`src/hdl/v3a_sat.sv`:
```
`default_nettype none

// Signed saturation from IN_W to OUT_W bits
module v3a_sat #(
    parameter int IN_W  = 33,
    parameter int OUT_W = 32
) (
    input  wire logic signed [IN_W-1:0]  din,
    output logic signed [OUT_W-1:0]      dout,
    output logic                         ovf
);

    localparam int EW = ((IN_W > OUT_W) ? IN_W : OUT_W) + 1;
    localparam logic signed [EW-1:0] HI = {{(EW-OUT_W+1){1'b0}}, {(OUT_W-1){1'b1}}};
    localparam logic signed [EW-1:0] LO = {{(EW-OUT_W+1){1'b1}}, {(OUT_W-1){1'b0}}};

    logic signed [EW-1:0] ext;
    logic                 over_hi;
    logic                 under_lo;

    assign ext      = EW'(din);
    assign over_hi  = ext > HI;
    assign under_lo = ext < LO;
    assign ovf      = over_hi | under_lo;

    always_comb
    begin
        if (over_hi)
        begin
            dout = HI[OUT_W-1:0];
        end
        else if (under_lo)
        begin
            dout = LO[OUT_W-1:0];
        end
        else
        begin
            dout = ext[OUT_W-1:0];
        end
    end

endmodule

`default_nettype wire

```
`config.mk`:
```
export PLATFORM = sky130hd
export DESIGN_NAME = v3a_sat
export DESIGN_NICKNAME = d
export VERILOG_FILES = /design/src/hdl/v3a_sat.sv
export SDC_FILE = /design/constraint.sdc
export NUM_CORES = 1
export LEC_CHECK = 0
export ABC_AREA = 1
export BUFFER_PORTS_ARGS = -buffer_cell sky130_fd_sc_hd__buf_4
export CORE_AREA = 2 2 39 41
export DETAILED_ROUTE_END_ITERATION = 10
export DIE_AREA = 0 0 41 43
export PLACE_DENSITY = 0.82
export SYNTH_ARGS = -nofsm -noshare
export SYNTH_HDL_FRONTEND = slang
export SYNTH_SLANG_ARGS = --single-unit
```
`constraint.sdc`:
```
create_clock -name vclk -period 1
set_input_delay 0.05 -clock vclk [all_inputs]
set_output_delay 0.05 -clock vclk [all_outputs]
set_load 0.02 [all_outputs]
```
== Word level (Yosys, flattened, before mapping) ==
Index checks and enable logic that the tools add are counted.

* Flip-flop bits (word level): 0
* Output and inout port bits: 33
* Input bits: 33
* Word-level logic and storage cells: 5

* Bitwise logic cells: 1
* Muxes and demuxes: 2
* Magnitude comparators: 2

{| class="wikitable"
|+ Operator list
! kind !! number
|-
| 32-bit 2-to-1 mux || 2
|-
| 33-bit by 32-bit greater-than comparator with 1-bit output, second input constant || 1
|-
| 33-bit by 32-bit < comparator with 1-bit output, second input constant || 1
|-
| 1-bit bitwise OR || 1
|}

== Depth between registers and ports, before layout ==
* Depth in word-level cells: 3
* Depth in mapped cells: 5
* Gate-level depth less buffers: 4

== Worst setup path after synthesis ==
Ideal clock, no wire load.

* Path type: input port to output port
* Start point: input din[31]
* End point: output dout[10]
* Data arrival time: 473 ps
* Required time: 950 ps
* Setup slack: 477 ps
* Buffers on the path: 1
* Cell stages on the path: 5
* Cells stage by stage: inv_2 > nand2_4 > buf_8 > nand2_1 > nand2_1

* Word-level cells in the longest chain between the ends: 3
* Elaborated cells on any way between the ends: 4
* Those cells by class: order compare: 2; mux: 2

{| class="wikitable"
|+ Ends and longest elaborated chain
! element !! RTL line !! text
|-
| from (decl) || 8 || <nowiki>input wire logic signed [IN_W-1:0] din,</nowiki>
|-
| 33-bit by 32-bit < comparator with 1-bit output || 23 || <nowiki>assign under_lo = ext < LO;</nowiki>
|-
| 32-bit 2-to-1 mux || 32 || <nowiki>else if (under_lo)</nowiki>
|-
| 32-bit 2-to-1 mux * || 28 || <nowiki>if (over_hi)</nowiki>
|-
| to (decl) || 9 || <nowiki>output logic signed [OUT_W-1:0] dout,</nowiki>
|}

Every way passes the cells marked *; elsewhere a longest branch is shown, timed or not.

== Worst setup path after layout ==
* Start point: input din[31]
* End point: output dout[5]

Same word-level chain as after synthesis.

==> reports/results.ini <==
[clock_tree]
cts_resized=0
post_cts_buffers=0
holdBufCountCts=0

[setup_path]
slowest_stage=nand2_4
crit_chain=buf_4 -> inv_2 -> nand2_4 -> nand2_1 -> nand2_1 -> buf_4
cp-end-kind=output pin
worstSetupStartpointType=input pin
cp_data_required_time_ns=0.95
critPathMaxStageDelay_ns=0.17
arrival_ns=0.77
critPathKind=in -> out
cp_max_fo=32

[drt]
firstDrtPassIters=4
vias=623
wl_mm=1.37
drtIter0Drc=7
routedWlPerCell_um=9.22
vias_per_cell=4.18
drtAntennaViolNets=0
drc=0

[global_route]
grt_antenna_before_repair=0
grt_pass1_vias=518
grt_overflow_total=0
grt_usage_pct=14.9
busiest_layer=met2
use_met1_pct=16.1
grt_start_max_net_pins=33
grt_use_met2_pct=30.3
grt_use_met3_pct=0.524
grt_pass1_wl_mm=1.99

[place]
place.port_buffers=66
gp_congestion=0.609
place_area_sq_um=782
dp_hpwl_mm=1.09
dp_slack_ns=0.181
dp.cells=149

[timing]
rsz0062_at_grt=no
setup_viol=0
slew_headroom_pct=79.8
drv_slew=0
fin_crit_sh_pct=81.9
setup-tns-final_ns=0
worst_pin_slew_ns=0.303
fmax_mhz=1220
fin_ws_ns=0.181
hold_violations=0
period_needed_ns=0.819

[layout]
layout.cells.non_filler=149
multi_input_area_sq_um=259
fin_area_sq_um=782
seq_cell_count=0
n_antenna_cell=0
drive_gt1_share_pct=52.6
seq_area_sq_um=0
areaGrowthSynthToFinish_pct=124
nFillCells=152
clkbuf_count=0
nets=168

[die]
io-pin-count=66
fp.dieArea_sq_mm=0.00176
die_h_um=43
initial_core_util_pct=25.2
core_area_sq_mm=0.00138
placementRows=14
die_w_um=41

[synthesis]
yosysTopAreaCellShare_pct=67.7
synth_area_per_cell_sq_um=4.72
syn_nets=107
synthCells=74
yosysSeqAreaShare_pct=0
yosysTopAreaCell=nand2_1
netlist_area_sq_um=349
synth.distinct_cells=6
ys_top_cells_by_area=nand2_1 68%, buf_8 13%, buf_6 9.7%
ys_warn_count=0

[power_and_ir_drop]
ir_drop_v=0.000289
p_leak_uw=0.000558
power_uw=526
power_density_mw_per_mm2=673

[min_path]
hold_class=in -> out

[status]
status=completed

[run]
drv_cap=0

-- cells in the final DEF, fill, tap and decap left out --
master   synthesis  final
buf_4            0     66
inv_2            2      2
nand2_1         63     63
nand2_4          2      2
-- kinds of logic after synthesis --
logic type	Yosys count	share of synthesized area, %
buf+inv	9	25.8
simple gates	65	74.2
-- stage by stage --
| stage | util [%] | hold slack [ns] |
|---|---|---|
| 2_1_floorplan | - | 0.244 |
| 3_3_place_gp | 56.5 | 0.344 |
| 3_5_place_dp | 56.5 | 0.349 |
| 4_1_cts | 56.5 | 0.349 |
| 5_1_grt | 56.5 | 0.352 |
| 6_report | 56.5 | 0.347 |
-- layer usage --
layer  part of all wire (%)  up-vias  routed length (um)
met5                      0        -                   0
met4                      0        0                   0
met3                    8.7        0                 119
met2                     57       28                 790
met1                     34      264                 464
li1                       -      331                   -
-- layout make-up --
type,instances,share of cell area (%)
Inverter,2,0.960
Tap cell,16,2.56
Timing Repair Buffer,66,63.4
Multi-Input combinational cell,65,33.1
-- report_power, final --
part	switching, uW	total [uW]	leakage [uW]	internal [uW]
Combinational	278	526	0.000558	248
Clock	0	0	0	0
Sequential	0	0	0	0
Total	278	526	0.000558	248
-- worst max-delay path: cells and delay by family --
kind / cells / cell delay, ns
buf+inv: 3 / 0.36
simple gates: 3 / 0.35
-- worst paths after layout --
kind  slack, ns       end  startpoint  cells past startpoint
max        0.18   dout[5]     din[31]                      6
min        0.35  dout[31]     din[32]                      2
-- Yosys cell counts --
cell type and count:
nand2_1 63, buf_6 3, buf_8 3, inv_2 2, nand2_4 2, clkbuf_1 1
No activity file was read; power rests on OpenSTA's default activity.
