--- src/hdl/v3a_pkg.sv ---
`default_nettype none

package v3a_pkg;

    // Fixed field widths
    localparam int COMP_W = 32;
    localparam int MODE_W = 3;
    localparam int ST_W   = 2;

    // Internal datapath widths (follow from the 32-bit components)
    localparam int AS_W   = COMP_W + 1;        // add / subtract
    localparam int PROD_W = 2 * COMP_W;        // one full product
    localparam int SUM_W  = PROD_W + 2;        // sum of up to three products
    localparam int SQ_W   = PROD_W;            // sum of squares, never wraps
    localparam int ROOT_W = SQ_W / 2;          // integer square root
    localparam int REM_W  = ROOT_W + 2;        // square root remainder
    localparam int MAG_W  = ROOT_W + 1;        // rounded magnitude

    // Operation codes
    localparam logic [MODE_W-1:0] MODE_ADD   = 3'd0;
    localparam logic [MODE_W-1:0] MODE_SUB   = 3'd1;
    localparam logic [MODE_W-1:0] MODE_SCALE = 3'd2;
    localparam logic [MODE_W-1:0] MODE_NORM  = 3'd3;
    localparam logic [MODE_W-1:0] MODE_MAG   = 3'd4;
    localparam logic [MODE_W-1:0] MODE_DOT   = 3'd5;
    localparam logic [MODE_W-1:0] MODE_CROSS = 3'd6;

    // Status codes
    localparam logic [ST_W-1:0] ST_OK   = 2'd0;
    localparam logic [ST_W-1:0] ST_SAT  = 2'd1;
    localparam logic [ST_W-1:0] ST_ZERO = 2'd2;

    typedef struct packed {
        logic [MODE_W-1:0]        mode;
        logic signed [COMP_W-1:0] ax;
        logic signed [COMP_W-1:0] ay;
        logic signed [COMP_W-1:0] az;
        logic signed [COMP_W-1:0] bx;
        logic signed [COMP_W-1:0] by;
        logic signed [COMP_W-1:0] bz;
        logic signed [COMP_W-1:0] scale_factor;
    } in_t;

    typedef struct packed {
        logic signed [COMP_W-1:0] result_x;
        logic signed [COMP_W-1:0] result_y;
        logic signed [COMP_W-1:0] result_z;
        logic [ST_W-1:0]          status;
    } out_t;

    // Front end output: products and sums after the multiplier stage
    typedef struct packed {
        logic [MODE_W-1:0]          mode;
        logic [2:0][COMP_W-1:0]     a;
        logic [2:0][AS_W-1:0]       addsub;
        logic [5:0][PROD_W-1:0]     p;
    } mul_t;

endpackage

`default_nettype wire

--- src/hdl/v3a_sqrt.sv ---
`default_nettype none

// Pipelined square root, one result bit per stage, rounded to nearest
module v3a_sqrt #(
    parameter int SIDE_W = 8
) (
    input  wire logic                          clk,
    input  wire logic                          rst_n,
    input  wire logic                          in_valid,
    input  wire logic [v3a_pkg::SQ_W-1:0]      sq,
    input  wire logic [SIDE_W-1:0]             in_side,
    output logic                               out_valid,
    output logic [v3a_pkg::MAG_W-1:0]          mag,
    output logic [SIDE_W-1:0]                  out_side
);

    localparam int N  = v3a_pkg::ROOT_W;
    localparam int RW = v3a_pkg::REM_W;
    localparam int SW = v3a_pkg::SQ_W;

    logic [N:0]              valid_reg;
    logic [SW-1:0]           s_reg    [0:N];
    logic [RW-1:0]           rem_reg  [0:N];
    logic [N-1:0]            root_reg [0:N];
    logic [SIDE_W-1:0]       side_reg [0:N];

    logic [SW-1:0]           s_next    [1:N];
    logic [RW-1:0]           rem_next  [1:N];
    logic [N-1:0]            root_next [1:N];

    logic                    fin_valid_reg;
    logic [v3a_pkg::MAG_W-1:0] mag_reg;
    logic [v3a_pkg::MAG_W-1:0] mag_next;
    logic [SIDE_W-1:0]       fin_side_reg;

    // One restoring step per stage
    always_comb
    begin
        logic [RW+1:0] sh;
        logic [RW+1:0] trial;
        for (int k = 1; k <= N; k++)
        begin
            sh    = {rem_reg[k-1], s_reg[k-1][SW-1 -: 2]};
            trial = {2'b00, root_reg[k-1], 2'b01};
            s_next[k] = s_reg[k-1] << 2;
            if (sh >= trial)
            begin
                rem_next[k]  = RW'(sh - trial);
                root_next[k] = {root_reg[k-1][N-2:0], 1'b1};
            end
            else
            begin
                rem_next[k]  = sh[RW-1:0];
                root_next[k] = {root_reg[k-1][N-2:0], 1'b0};
            end
        end
    end

    // Round up where the remainder exceeds the root
    always_comb
    begin
        if (rem_reg[N] > RW'(root_reg[N]))
        begin
            mag_next = v3a_pkg::MAG_W'(root_reg[N]) + 1'b1;
        end
        else
        begin
            mag_next = v3a_pkg::MAG_W'(root_reg[N]);
        end
    end

    always_ff @(posedge clk or negedge rst_n)
    begin
        if (!rst_n)
        begin
            valid_reg     <= '0;
            fin_valid_reg <= 1'b0;
        end
        else
        begin
            valid_reg     <= {valid_reg[N-1:0], in_valid};
            fin_valid_reg <= valid_reg[N];
        end
    end

    always_ff @(posedge clk)
    begin
        s_reg[0]    <= sq;
        rem_reg[0]  <= '0;
        root_reg[0] <= '0;
        side_reg[0] <= in_side;
        for (int k = 1; k <= N; k++)
        begin
            s_reg[k]    <= s_next[k];
            rem_reg[k]  <= rem_next[k];
            root_reg[k] <= root_next[k];
            side_reg[k] <= side_reg[k-1];
        end
        mag_reg      <= mag_next;
        fin_side_reg <= side_reg[N];
    end

    assign out_valid = fin_valid_reg;
    assign mag       = mag_reg;
    assign out_side  = fin_side_reg;

endmodule

`default_nettype wire

--- config.mk ---
export PLATFORM = sky130hd
export DESIGN_NAME = v3a_sqrt
export DESIGN_NICKNAME = d
export VERILOG_FILES = /design/src/hdl/v3a_pkg.sv /design/src/hdl/v3a_sqrt.sv
export SDC_FILE = /design/constraint.sdc
export NUM_CORES = 2
export LEC_CHECK = 0
export BUFFER_PORTS_ARGS = -buffer_cell sky130_fd_sc_hd__buf_2
export CORE_MARGIN = 2
export CORE_UTILIZATION = 45
export DETAILED_ROUTE_END_ITERATION = 6
export GPL_TIMING_DRIVEN = 0
export PLACE_DENSITY = 0.63
export SLEW_MARGIN = 10
export SYNTH_ARGS = -nofsm -noshare
export SYNTH_HDL_FRONTEND = slang
export SYNTH_MEMORY_MAX_BITS = 65536
export SYNTH_SLANG_ARGS = --single-unit
--- constraint.sdc ---
create_clock -name clk -period 4.15 [get_ports clk]
set_input_delay 0.415 -clock clk [delete_from_list [all_inputs] [get_ports clk]]
set_output_delay 0.415 -clock clk [all_outputs]
set_load 0.02 [all_outputs]
-- Word level (Yosys, flattened, before mapping)
Memories as Yosys holds them, arrays and structs flattened. A register that Yosys moved wholly into a read port is not among the register bits.
Cells that the tools add are included.
- add/subtract/negate cells: 33
- order comparisons: 33
- multiplexer cells: 65
- operator list (kind ; count):
    >= comparator 36 x 34 -> 1 bit ; 32
    two-way mux 34 bit ; 32
    subtractor 34 bit ; 32
    greater-than comparator 34 x 32 -> 1 bit ; 1
    adder 32 x 1 -> 33 bit, second input constant ; 1
    two-way mux 1 bit ; 32
    two-way mux 32 bit ; 1
- register bits: 67
- bits in writable memories: 4554
- output and inout bits: 42
- logic and storage cells: 139
- memories kept: 4
- memories (name ; depth ; bits a word ; rd ports ; clocked after memory_dff ; write ports ; line ; source):
    s_reg ; 33 ; 64 ; 32 ; 0 ; 33 ; v3a_sqrt.sv:22 ; logic [SW-1:0] s_reg [0:N];
    rem_reg ; 33 ; 34 ; 33 ; 0 ; 33 ; v3a_sqrt.sv:23 ; logic [RW-1:0] rem_reg [0:N];
    root_reg ; 33 ; 32 ; 33 ; 0 ; 33 ; v3a_sqrt.sv:24 ; logic [N-1:0] root_reg [0:N];
    side_reg ; 33 ; 8 ; 33 ; 1 ; 33 ; v3a_sqrt.sv:25 ; logic [SIDE_W-1:0] side_reg [0:N];

-- Depth between registers and ports, before layout
An unclocked memory read counts as a cell.
- word-level depth: 3
- gate-level depth with buffers: 15
- mapped depth without buffers: 13

-- Worst setup path before layout
OpenSTA, ideal clock, no wires.
- path kind: reg2reg
- start point: memory root_reg[0][960] (netlist bit)
- end point: memory rem_reg[0][1055] (netlist bit)
- library setup time: 70 ps
- arrival: 3113 ps
- data required time: 4080 ps
- slack: 967 ps
- cell stages (with the launch flop): 15
- buffers on the path: 3
- path through: dfxtp_1 > inv_1 > ha_1 > nor2b_1 > o21ai_1 > a21o_1 > a211oi_1 > nor2_1 > o21ai_1 > a221o_1 > or4_1 > clkbuf_1 > clkbuf_1 > clkbuf_1 > a21oi_1
- RTL lines (element ; line):
    start: declaration ; v3a_sqrt.sv:24
    end: declaration ; v3a_sqrt.sv:23

==> run summary <==
CP arrival -> 4.79 ns
Die H -> 484 um
post-synthesis mux area share -> 0.00921
Main synth FF type -> dfxtp_1
share of layout cells above drive strength 1 -> 0.0806
# DRC -> 0
Layout Utilization -> 0.520
CP startpoint kind -> flip-flop
vias -> 69400
Switching Power -> 20800 uW
Place WS -> -0.542 ns
# clock sinks -> 2960
Fin. Hold Viols -> 0
I/O pins -> 117
register area -> 0.0594 mm^2
first drt pass iteration count -> 6
grt ovf -> 0
switch share -> 0.275
commonest non-fill, non-tap cells in the layout -> dfxtp_1 (2926), inv_1 (771), a21oi_1 (631), nor2_1 (608), nand2_1 (605)
most common cell after layout, fill and taps aside -> dfxtp_1
FMAX -> 249 MHz
Period Utilization, post-route -> 0.967
Synth Area in XOR/XNOR -> 0.0744
Worst-Skew Late Latency -> 0.93 ns
wire per inst -> 16.0 um
CTS Buffer Depth -> 4
clock-pin slew on the worst setup and hold paths -> 0.06 ns
number of flip-flops in the largest register -> 1056
Pleak -> 0.0559 uW
Initial Utilization -> 0.452
status -> complete, no violations
Worst Tran Pin Value -> 1.11 ns
Iter 0 DRT Violations -> 3963
Die Wd -> 484 um
end of the worst register-to-register path -> rem_reg[0][985]$_DFF_P_
logic gate share of total power -> 0.161
all-layer global routing usage -> 0.184
first-pass GRT wire length -> 354 mm
Area contributors post-synth -> dfxtp_1 (56%), ha_1 (7.2%), xnor2_1 (4.0%)
Final setup viols -> 0
Adder-Cell Fraction of Synth Area -> 0.0720
post-route cell area -> 0.119 mm^2
Ys Warns -> 0
grt peak-use layer -> met2
setup ws final -> 0.136 ns
Synth top area share -> 0.564
core area -> 0.230 mm^2
clk root buf -> clkbuf_16
Seq pwr share -> 0.476
fillers -> 20400
final WL -> 219 mm
Synth cell types -> 94
Final Power -> 75700 uW
DP HPWL -> 165 mm
Post-Syn Area per Cell -> 10.5 um^2
largest family of logic cells by synthesized area -> simple AND/OR/NAND/NOR gates
VDD IR-drop max -> 0.377 mV
HP Class -> in2async
clock power share -> 0.362
pwr/cell area -> 634 mW/mm^2
crit path max fanout -> 10
CTS tree -> done
routability-driven placement congestion ratio -> 0.873
Seq/Total Area, Yosys -> 0.572
Slew Limit Fails -> 0
htree depth -> 5
area occupied by multi-input gates -> 0.0408 mm^2
Net Count, Synth -> 10600
Num CTS Buffers -> 312
Post-Syn Area -> 0.104 mm^2
vias in the first global route -> 69400
post-synth top area cell -> dfxtp_1
Synth async-reset ratio -> 0.0115
initial antenna violation count -> 2
number of flops mapped to enable cells by yosys -> 0
dpl cell area -> 0.108 mm^2
Area growth syn-to-layout -> 15.0%
die area -> 0.235 mm^2
compound-cell area share of the yosys netlist -> 0.118
vias per inst -> 5.07
largest net degree at the start of global routing -> 35
GR Layer Usage met3 -> 0.0277
P_int -> 54900 uW
Buffers on Ports -> 116
Final Skew -> 0.0772 ns
Setup CP Type -> reg2reg
Mapped Cells -> 9920
CP Capture Type -> flip-flop
met2 usage -> 0.324
Critical R2R Launch -> root_reg[0][864]$_DFF_P_
Worst slew margin -> 0.252
simple-gate share of the synthesized area -> 0.119
number of synthesized register bits -> 2960
max-cap violations -> 0
Tmin final -> 4.01 ns
R2R cell count -> 13
Final nets -> 11100
met1 usage -> 0.226
r2r setup slk -> 0.14 ns
antenna viol nets, final -> 0
row count -> 176
CP required -> 4.93 ns
-- critical path, stage by stage (launching register included) --
cell and delay, ns:
dfxtp_1 0.45, inv_1 0.07, ha_1 0.36, nor2b_1 0.24, o31ai_1 0.15, a21oi_1 0.27
a31oi_1 0.20, o21ai_0 0.54, a311oi_2 0.18, buf_4 0.19, a21oi_4 0.37, o311ai_0 0.34
or3_1 0.40, xnor2_1 0.13
-- worst max path at each step --
stage	start	to	slack, ns
after floorplan	root_reg[0][960]$_DFF_P_	rem_reg[0][1055]$_DFF_P_	0.97
after global placement	root_reg[0][960]$_DFF_P_	rem_reg[0][1058]$_DFF_P_	-0.56
after detailed placement	root_reg[0][960]$_DFF_P_	rem_reg[0][1085]$_DFF_P_	-0.54
after CTS	root_reg[0][992]$_DFF_P_	rem_reg[0][1103]$_DFF_P_	0.009
after global routing	root_reg[0][864]$_DFF_P_	rem_reg[0][985]$_DFF_P_	-0.005
final	root_reg[0][864]$_DFF_P_	rem_reg[0][985]$_DFF_P_	0.14
-- power by group through the flow --
stage / sequential (uW) / combinational [uW] / clock [uW]
after floorplan: 35700 / 9180 / 0
after global placement: 36600 / 11900 / 0
after detailed placement: 36700 / 12100 / 0
after CTS: 36100 / 12200 / 28300
after global routing: 36600 / 13700 / 29400
final: 36000 / 12200 / 27400
-- cells by family after synthesis --
group,Yosys count
muxes,86
xor gates and xnor gates,882
adders and majority gates,597
buffers and inverters,956
and+or+nand+nor,2471
AOI/OAI and AO/OA,1967
DFF,2960
other,1
-- metrics by stage --
stage / hold WS (ns) / setup TNS, ns / cells
2_1_floorplan: 0.119 / 0 / 9920
3_3_place_gp: 0.309 / -27.87 / 13100
3_5_place_dp: 0.312 / -21.39 / 13100
4_1_cts: 0.0335 / 0 / 13700
5_1_grt: 0.0494 / -0.00546 / 13700
6_report: 0.109 / 0 / 13700
-- cells in the mapped netlist (27+ instances only) --
cell      count
mux2_2       76
xor2_1      403
ha_1        597
or3_1        96
a21o_1      277
dfrtp_1      34
o21bai_1     64
xnor2_1     479
nor3_1      234
o21ai_0     442
nand3_1     162
inv_1       771
nand2b_1    112
clkbuf_1    148
or2_2        59
o31ai_1      70
or4_1        61
nor2_1      608
nand2_1     605
a21oi_1     631
nor2b_1      91
a211oi_1     46
nand3b_1     27
and2_1       34
and3_1       62
o211ai_1     30
nor4_1      117
o21a_1      121
dfxtp_1    2926
a31oi_1      59
nand4_1     105
-- layer usage --
layer,part of all wire,wire length (um)
met5,0,0
met4,0.032,7050
met3,0.042,9230
met2,0.49,107000
met1,0.44,95600
-- layout make-up --
type,count,area share
inverter,775,0.0244
antenna,2,0.0000419
buffer,179,0.00623
clock inverter,138,0.0138
clock buffer,404,0.0721
tap,3026,0.0317
multi-input combinational,6004,0.342
timing repair buffer,200,0.0117
sequential,2960,0.498
-- repair_timing --
item | 4_1_cts | 5_1_grt
gates resized for setup | 12 | 43
setup endpoints to repair | 134 | 210
pin swaps | 0 | 4
hold endpoints to repair | 107 | 0
hold buffers | 74 | 0
buffers inserted | 0 | 10
gates cloned | 0 | 0
Note: power is estimated with default switching activity, not from simulation.
